==> config.mk <==
export PLATFORM = sky130hd
export DESIGN_NAME = digital_root_probe_hash_table_top
export DESIGN_NICKNAME = d
export VERILOG_FILES = /design/src/rtl/core/drph_pkg.sv /design/src/rtl/core/drph_store.sv /design/src/rtl/core/digital_root_probe_hash_table_top.sv
export SDC_FILE = /design/constraint.sdc
export NUM_CORES = 1
export LEC_CHECK = 0
export ABC_CLOCK_PERIOD_IN_PS = 11100
export BUFFER_PORTS_ARGS = -buffer_cell sky130_fd_sc_hd__buf_4
export CELL_PAD_IN_SITES_DETAIL_PLACEMENT = 1
export CELL_PAD_IN_SITES_GLOBAL_PLACEMENT = 1
export CORE_MARGIN = 8
export CORE_UTILIZATION = 53
export CTS_CLUSTER_SIZE = 8
export DETAILED_ROUTE_END_ITERATION = 6
export PLACE_DENSITY = 0.87
export SLEW_MARGIN = 15
export SYNTH_ARGS = -nofsm -noshare
export SYNTH_HDL_FRONTEND = slang
export SYNTH_SLANG_ARGS = --single-unit
==> constraint.sdc <==
create_clock -name i_clk -period 11.1 [get_ports i_clk]
set_input_delay 0 -clock i_clk [delete_from_list [all_inputs] [get_ports i_clk]]
set_output_delay 0 -clock i_clk [all_outputs]
set_load 0.02 [all_outputs]
==> src/rtl/core/drph_pkg.sv <==
// Package for the digital-root probing hash table.
// Holds widths, codes, the interface structs and the hash helper functions.
// Used by every module under rtl/core.
package drph_pkg;

    localparam int VALUE_WIDTH = 32;
    localparam int KEY_WIDTH   = 27;
    localparam int FIELD_W     = 32;
    localparam int STATUS_W    = 2;
    localparam int SLOT_COUNT  = 10;
    localparam int PROBE_LIMIT = 10;
    localparam int MOD_BASE    = 9;
    localparam int SLOT_W      = $clog2(SLOT_COUNT);
    localparam int CNT_W       = $clog2(PROBE_LIMIT);
    localparam int DIGIT_W     = 6;
    localparam int SUM_W       = 9;
    localparam int RED_W       = 7;
    localparam int S_DATA_W    = 64;
    localparam int M_DATA_W    = 40;

    localparam logic [SLOT_W-1:0] LAST_SLOT  = SLOT_W'(SLOT_COUNT - 1);
    localparam logic [SLOT_W-1:0] RING_START = SLOT_W'(1);
    localparam logic [SLOT_W-1:0] NO_SLOT    = '0;
    localparam logic [CNT_W-1:0]  LAST_PROBE = CNT_W'(PROBE_LIMIT - 1);

    typedef enum logic [1:0] {
        ST_IDLE,
        ST_REDUCE,
        ST_PROBE
    } t_state;

    typedef enum logic [STATUS_W-1:0] {
        STAT_STORED    = 2'd0,
        STAT_FOUND     = 2'd1,
        STAT_NOT_FOUND = 2'd2,
        STAT_FULL      = 2'd3
    } t_status;

    typedef enum logic {
        OP_INSERT = 1'b0,
        OP_SEARCH = 1'b1
    } t_op;

    typedef struct packed {
        logic                   en;
        logic [SLOT_W-1:0]      slot;
        logic [KEY_WIDTH-1:0]   key;
        logic [VALUE_WIDTH-1:0] value;
    } t_store_wr;

    typedef struct packed {
        logic                   occupied;
        logic                   match;
        logic [VALUE_WIDTH-1:0] value;
    } t_probe;

    // Base-64 digit sum: 64 is 1 modulo 9, so the sum keeps the residue.
    function automatic logic [SUM_W-1:0] f_digit_sum(input logic [KEY_WIDTH-1:0] key);
        return SUM_W'(key[DIGIT_W-1:0])
             + SUM_W'(key[2*DIGIT_W-1:DIGIT_W])
             + SUM_W'(key[3*DIGIT_W-1:2*DIGIT_W])
             + SUM_W'(key[4*DIGIT_W-1:3*DIGIT_W])
             + SUM_W'(key[KEY_WIDTH-1:4*DIGIT_W]);
    endfunction

    function automatic logic [SLOT_W-1:0] f_home_slot(input logic [SUM_W-1:0] sum,
                                                      input logic            key_zero);
        logic [RED_W-1:0] m;
        m = RED_W'(sum[DIGIT_W-1:0]) + RED_W'(sum[SUM_W-1:DIGIT_W]);
        if (m >= RED_W'(4 * MOD_BASE)) m = m - RED_W'(4 * MOD_BASE);
        if (m >= RED_W'(2 * MOD_BASE)) m = m - RED_W'(2 * MOD_BASE);
        if (m >= RED_W'(MOD_BASE))     m = m - RED_W'(MOD_BASE);
        if (key_zero) begin
            return NO_SLOT;
        end else if (m == '0) begin
            return LAST_SLOT;
        end
        return SLOT_W'(m);
    endfunction

    function automatic logic [SLOT_W-1:0] f_next_slot(input logic [SLOT_W-1:0] slot);
        return (slot == LAST_SLOT) ? RING_START : slot + SLOT_W'(1);
    endfunction

endpackage

==> src/rtl/core/drph_store.sv <==
// Slot store of the hash table: key/value memory with a registered read port
// and per-slot occupancy flags. Depends on drph_pkg.
module drph_store (
    input  logic                      i_clk,
    input  logic                      i_rst_n,
    input  logic [drph_pkg::SLOT_W-1:0]    i_rd_slot,
    input  logic [drph_pkg::SLOT_W-1:0]    i_cur_slot,
    input  logic [drph_pkg::KEY_WIDTH-1:0] i_key,
    input  drph_pkg::t_store_wr       i_wr,
    output drph_pkg::t_probe          o_probe
);
    import drph_pkg::*;

    logic [KEY_WIDTH+VALUE_WIDTH-1:0] mem [SLOT_COUNT];
    logic [KEY_WIDTH+VALUE_WIDTH-1:0] r_rd;
    logic [SLOT_COUNT-1:0]            r_valid;
    logic [KEY_WIDTH-1:0]             w_rd_key;

    always_ff @(posedge i_clk) begin
        if (i_wr.en) begin
            mem[i_wr.slot] <= {i_wr.key, i_wr.value};
        end
        r_rd <= mem[i_rd_slot];
    end

    always_ff @(posedge i_clk) begin
        if (!i_rst_n) begin
            r_valid <= '0;
        end else if (i_wr.en) begin
            r_valid[i_wr.slot] <= 1'b1;
        end
    end

    assign w_rd_key          = r_rd[KEY_WIDTH+VALUE_WIDTH-1:VALUE_WIDTH];
    assign o_probe.occupied  = r_valid[i_cur_slot];
    assign o_probe.match     = r_valid[i_cur_slot] && (w_rd_key == i_key);
    assign o_probe.value     = r_rd[VALUE_WIDTH-1:0];

endmodule

==> src/rtl/core/digital_root_probe_hash_table_top.sv <==
// Top level of the digital-root probing hash table.
// Request sequencer, result register and the slot store; depends on drph_pkg.
//
// Usage:
//   Requests arrive on the slave stream: s_tuser carries the opcode (insert or
//   search), s_tdata the key and the value. One request is worked at a time;
//   o_s_tready is high only while the sequencer is idle.
//   Each request produces exactly one result on the master stream: m_tuser is
//   the status (stored, found, not found, table full), m_tdata the found value
//   and the slot used.
//   Steps: the transfer, a hash-reduce state, then one probe per slot visited,
//   each probe being one read of the slot memory. A request makes 1 to 10
//   probes; the probe count is set by how many occupied slots lie on the
//   key's chain. The next request is taken once the sequencer is back in idle.
//   The result register frees the input side: a new request is taken while a
//   result still waits. If the receiver stalls and the next result is ready,
//   the sequencer holds on its final probe until the register drains.
//   Reset (synchronous, active low) empties every slot and drops any result.
module digital_root_probe_hash_table_top (
    input  logic                          i_clk,
    input  logic                          i_rst_n,
    input  logic                          i_s_tvalid,
    output logic                          o_s_tready,
    // [26:0] lookup_key, [58:27] entry_value, [63:59] zero
    input  logic [drph_pkg::S_DATA_W-1:0] i_s_tdata,
    // [0] opcode
    input  logic                          i_s_tuser,
    output logic                          o_m_tvalid,
    input  logic                          i_m_tready,
    // [31:0] found_value, [35:32] slot_used, [39:36] zero
    output logic [drph_pkg::M_DATA_W-1:0] o_m_tdata,
    // [1:0] status
    output logic [drph_pkg::STATUS_W-1:0] o_m_tuser
);
    import drph_pkg::*;

    t_state                 r_state, n_state;
    t_op                    r_op, n_op;
    logic [KEY_WIDTH-1:0]   r_key, n_key;
    logic [VALUE_WIDTH-1:0] r_val, n_val;
    logic [SUM_W-1:0]       r_sum, n_sum;
    logic                   r_zero, n_zero;
    logic [SLOT_W-1:0]      r_slot, n_slot;
    logic [CNT_W-1:0]       r_cnt, n_cnt;
    logic                   r_out_valid, n_out_valid;
    t_status                r_out_status, n_out_status;
    logic [FIELD_W-1:0]     r_out_found, n_out_found;
    logic [SLOT_W-1:0]      r_out_slot, n_out_slot;

    t_store_wr              w_wr;
    t_probe                 w_probe;
    logic [63:0]            w_found_wide;
    logic                   w_accept;
    logic                   w_out_free;
    logic                   w_done;
    t_status                w_status;
    logic [FIELD_W-1:0]     w_found;
    logic [SLOT_W-1:0]      w_used;

    drph_store u_store (
        .i_clk      (i_clk),
        .i_rst_n    (i_rst_n),
        .i_rd_slot  (n_slot),
        .i_cur_slot (r_slot),
        .i_key      (r_key),
        .i_wr       (w_wr),
        .o_probe    (w_probe)
    );

    assign o_s_tready   = (r_state == ST_IDLE);
    assign w_accept     = i_s_tvalid && o_s_tready;
    assign w_out_free   = !r_out_valid || i_m_tready;
    assign w_found_wide = 64'(w_probe.value);

    always_comb begin
        w_done   = 1'b0;
        w_status = STAT_FULL;
        w_found  = '0;
        w_used   = NO_SLOT;
        if (r_op == OP_INSERT) begin
            if (!w_probe.occupied || w_probe.match) begin
                w_done   = 1'b1;
                w_status = STAT_STORED;
                w_used   = r_slot;
            end
        end else begin
            if (w_probe.match) begin
                w_done   = 1'b1;
                w_status = STAT_FOUND;
                w_found  = w_found_wide[FIELD_W-1:0];
                w_used   = r_slot;
            end else if (!w_probe.occupied) begin
                w_done   = 1'b1;
                w_status = STAT_NOT_FOUND;
            end
        end
        if (r_cnt == LAST_PROBE) begin
            w_done = 1'b1;
        end
    end

    always_comb begin
        n_state      = r_state;
        n_op         = r_op;
        n_key        = r_key;
        n_val        = r_val;
        n_sum        = r_sum;
        n_zero       = r_zero;
        n_slot       = r_slot;
        n_cnt        = r_cnt;
        n_out_valid  = r_out_valid && !i_m_tready;
        n_out_status = r_out_status;
        n_out_found  = r_out_found;
        n_out_slot   = r_out_slot;
        w_wr.en      = 1'b0;
        w_wr.slot    = r_slot;
        w_wr.key     = r_key;
        w_wr.value   = r_val;
        case (r_state)
            ST_IDLE: begin
                if (w_accept) begin
                    n_op    = t_op'(i_s_tuser);
                    n_key   = i_s_tdata[KEY_WIDTH-1:0];
                    n_val   = VALUE_WIDTH'(i_s_tdata[KEY_WIDTH+FIELD_W-1:KEY_WIDTH]);
                    n_sum   = f_digit_sum(i_s_tdata[KEY_WIDTH-1:0]);
                    n_zero  = (i_s_tdata[KEY_WIDTH-1:0] == '0);
                    n_state = ST_REDUCE;
                end
            end
            ST_REDUCE: begin
                n_slot  = f_home_slot(r_sum, r_zero);
                n_cnt   = '0;
                n_state = ST_PROBE;
            end
            ST_PROBE: begin
                if (w_done) begin
                    if (w_out_free) begin
                        w_wr.en      = (w_status == STAT_STORED);
                        n_out_valid  = 1'b1;
                        n_out_status = w_status;
                        n_out_found  = w_found;
                        n_out_slot   = w_used;
                        n_state      = ST_IDLE;
                    end
                end else begin
                    n_cnt  = r_cnt + CNT_W'(1);
                    n_slot = f_next_slot(r_slot);
                end
            end
            default: begin
                n_state = ST_IDLE;
            end
        endcase
    end

    always_ff @(posedge i_clk) begin
        if (!i_rst_n) begin
            r_state     <= ST_IDLE;
            r_out_valid <= 1'b0;
            r_slot      <= NO_SLOT;
            r_cnt       <= '0;
        end else begin
            r_state     <= n_state;
            r_out_valid <= n_out_valid;
            r_slot      <= n_slot;
            r_cnt       <= n_cnt;
        end
    end

    always_ff @(posedge i_clk) begin
        r_op         <= n_op;
        r_key        <= n_key;
        r_val        <= n_val;
        r_sum        <= n_sum;
        r_zero       <= n_zero;
        r_out_status <= n_out_status;
        r_out_found  <= n_out_found;
        r_out_slot   <= n_out_slot;
    end

    assign o_m_tvalid = r_out_valid;
    assign o_m_tuser  = r_out_status;
    assign o_m_tdata  = {(M_DATA_W - FIELD_W - SLOT_W)'(0), r_out_slot, r_out_found};

endmodule

==> flow_summary.yaml <==
floorplanning:
  start_util: 0.5378
  die_area_um2: 65240
  fp.coreArea_um2: 56500
  num_io_pins: 113
  die_y_um: 255.4
  core.rowCount: 87
  die_w_um: 255.4
synthesis:
  synth_edf_count: 698
  yosys_warnings: 0
  netlist_instances: 1854
  netlist_area_um2: 30380
  synth.top_cell.area_share: 0.6899
  synth_flop_cell: "edfxtp_1"
  seq_area_frac_synth: 0.7426
  ys_types: 77
  syn_avg_cell_area_um2: 16.39
  yosys-top-cells-area: "edfxtp_1, mux2i_1, dfxtp_1"
  yosysTopAreaCell: "edfxtp_1"
  ys_ff_latch: 778
  async_flop_share: 0
drt:
  wire_per_inst_um: 29.19
  first_pass_iters: 6
  totalWireLength_mm: 84.51
  viasPerCell: 6.286
  vias: 18200
  ant_nets: 0
  drc: 0
  initialDrtViolationCount: 1688
job:
  drv_cap: 0
critical_path:
  cp_data_arrival_time_ns: 8.64
  end_kind: "flip-flop"
  crit_path_max_incr_delay_ns: 0.78
  path_common_cell: "ha_1"
  crit_required_ns: 11.56
  crit_slowest_cell: "buf_4"
  critical_path_class: "reg -> reg"
  cp-start-kind: "flip-flop"
  critPathMaxFanout: 61
cts:
  cts_root_buffer: "clkbuf_16"
  ctsHoldBuffers: 63
  cts.clk_slew.worst_paths_ns: 0.05
  cts_tree: "done"
  cts_buffers: 107
  clk_latency_ns: 0.66
  cts_buffer_depth: 3
  h-tree-depth: 3
  cts_resized: 0
  postCtsSetupRepairBufs: 0
  cts_num_sinks: 778
global_route:
  grt_pass1_vias: 20040
  grt_pass1_wl_mm: 125.7
  antenna_found_initial: 1
  grt.total_usage: 0.2519
  grt_max_degree: 145
  grt_overflow: 0
final_layout:
  drive_above_1_share: 0.1379
  seq_area_um2: 22560
  fill_cells: 4888
  antenna_cells: 0
  final_util: 0.6315
  final_nets: 2161
  final-instance-count-excl-fill: 2895
  multi_input_area_um2: 7323
  area_growth_pct: 17.44
sta:
  period_share: 0.7370
  period_needed_ns: 8.181
  worstMarginPinSlew_ns: 1.174
  setup_viol: 0
  rsz0062_at_grt: "no"
  final-hold-violation-count: 0
  clock_skew_ns: 0.03495
  max_freq_ghz: 0.1222
  relSlewSlack: 0.2176
  fin_setup_tns_ns: 0
  drv_slew: 0
power_and_ir_drop:
  pwr-share-comb: 0.258
  p_per_area_nw_per_um2: 249.7
  power_frac_seq: 0.397
  clockPowerShare: 0.344
  irDropWorstVdd_mv: 0.1587
  intPower_uw: 6090
  net-switching-power_uw: 2817
  switching_share: 0.3163
  p_leak_uw: 0.01255
min_path:
  hp-class: "in -> reg"
outcome:
  outcome: "complete, no violations"
placed_design:
  port_buffers: 103
  dp_cells: 2637
  gp_congestion: 0.8198
  hpwl_mm: 42.30
-- area by class of cell --
class	count	area share
flip-flops and latches	778	0.6323
clock buffers	189	0.08455
multi-input cells	944	0.2053
well taps	756	0.02651
clock inverters	6	0.002700
repair buffers	191	0.04531
inverters	31	0.003331
-- path summary, 6_finish.rpt --
kind / to / slack [ns] / start / cells past startpoint
worst max-delay path: u_store.r_rd[32] / 2.92 / r_sum[6] / 28
worst min-delay path: r_op / 0.07 / i_s_tuser / 2
worst max register to register: u_store.r_rd[32] / 2.92 / r_sum[6] / 28
worst min register to register: r_out_found[10] / 0.50 / u_store.r_rd[10] / 1
-- cell families (layout without fill, tap and decap cells) --
group	after synthesis	in the layout	synth area share
AO/OA/AOI/OAI	292	292	0.07998
XOR/XNOR	41	41	0.01207
adder cells (fa/ha/maj)	39	39	0.01977
buffers and inverters	135	417	0.02018
flip-flops	778	778	0.7426
multiplexers	186	186	0.06223
other	1	4	0.0001234
AND/OR/NAND/NOR	382	382	0.06305
-- critical path: cells and delay by family, from the launching register on --
kind	cells	cell delay [ns]
XOR/XNOR	3	0.86
buffers and inverters	4	1.41
adder cells (fa/ha/maj)	4	1.33
AND/OR/NAND/NOR	7	1.93
AO/OA/AOI/OAI	10	2.06
flip-flops	1	0.34
-- state kept, by name, summed over array words and instances (netlist names), 9 cells and up --
register	cells
r_sum	9
r_key	27
r_out_found	32
u_store.r_valid	10
r_val	32
u_store.mem	590
u_store.r_rd	59
-- cell usage after synthesis (all sizes together), types with 13 or more instances --
| cell type | n |
|---|---|
| a21oi | 29 |
| and2 | 41 |
| buf | 38 |
| clkbuf | 66 |
| dfxtp | 80 |
| edfxtp | 698 |
| fa | 15 |
| ha | 24 |
| inv | 30 |
| mux2i | 181 |
| nand2 | 143 |
| nor2 | 54 |
| nor3 | 16 |
| nor4 | 13 |
| o2111ai | 61 |
| o21ai | 14 |
| o221ai | 118 |
| or3 | 61 |
| xnor2 | 28 |
| xor2 | 13 |
-- placed cells by master, fill, tap and decap left out, types with 8 or more instances in the layout --
master | synthesis | routed
clkbuf_1 | 66 | 80
nor4_1 | 13 | 13
o221ai_1 | 108 | 108
a31oi_1 | 11 | 10
o2111ai_1 | 60 | 60
o21ai_0 | 14 | 14
nand3_1 | 10 | 10
nand2_1 | 141 | 140
xor2_1 | 13 | 13
o221ai_2 | 10 | 10
or3_1 | 61 | 61
clkbuf_16 | 0 | 108
fa_1 | 15 | 15
buf_4 | 9 | 126
ha_1 | 24 | 24
nand4_1 | 8 | 8
a21o_1 | 9 | 9
inv_1 | 29 | 29
dlygate4sd3_1 | 0 | 63
nor2_1 | 54 | 47
xnor2_1 | 27 | 27
nor3_1 | 15 | 12
edfxtp_1 | 698 | 698
a21oi_1 | 28 | 28
and2_1 | 41 | 39
nor2b_1 | 12 | 12
mux2i_1 | 181 | 181
dfxtp_1 | 80 | 80
-- metrics by stage --
step           power [uW]  hold WS [ns]  setup WS, ns  instance area [um2]
3_5_place_dp         5812        0.1793         3.070                31940
5_1_grt              9221       0.06728         2.378                35680
2_1_floorplan        5187       0.09887         2.053                30390
3_3_place_gp         5677        0.1800         3.484                31940
6_report             8908       0.06925         2.919                35680
4_1_cts              8918       0.03790         2.983                35680
-- layer usage --
metal / routed length (um) / part of all wire / GRT usage / vias to the layer above
met4: 2859 / 0.034 / 0.1014 / 0
met3: 5673 / 0.067 / 0.03558 / 189
li1: - / - / - / 7748
met2: 44220 / 0.52 / 0.4519 / 910
met5: 0 / 0 / 0 / -
met1: 31760 / 0.38 / 0.3040 / 9352
-- power groups by stage --
stage / logic (uW) / clock network (uW) / registers, uW
after floorplan: 1670 / 0 / 3510
after global placement: 2110 / 0 / 3560
after detailed placement: 2230 / 0 / 3580
after CTS: 2300 / 3080 / 3540
after global routing: 2480 / 3190 / 3550
final: 2300 / 3070 / 3540
(Power assumes the default switching activity.)
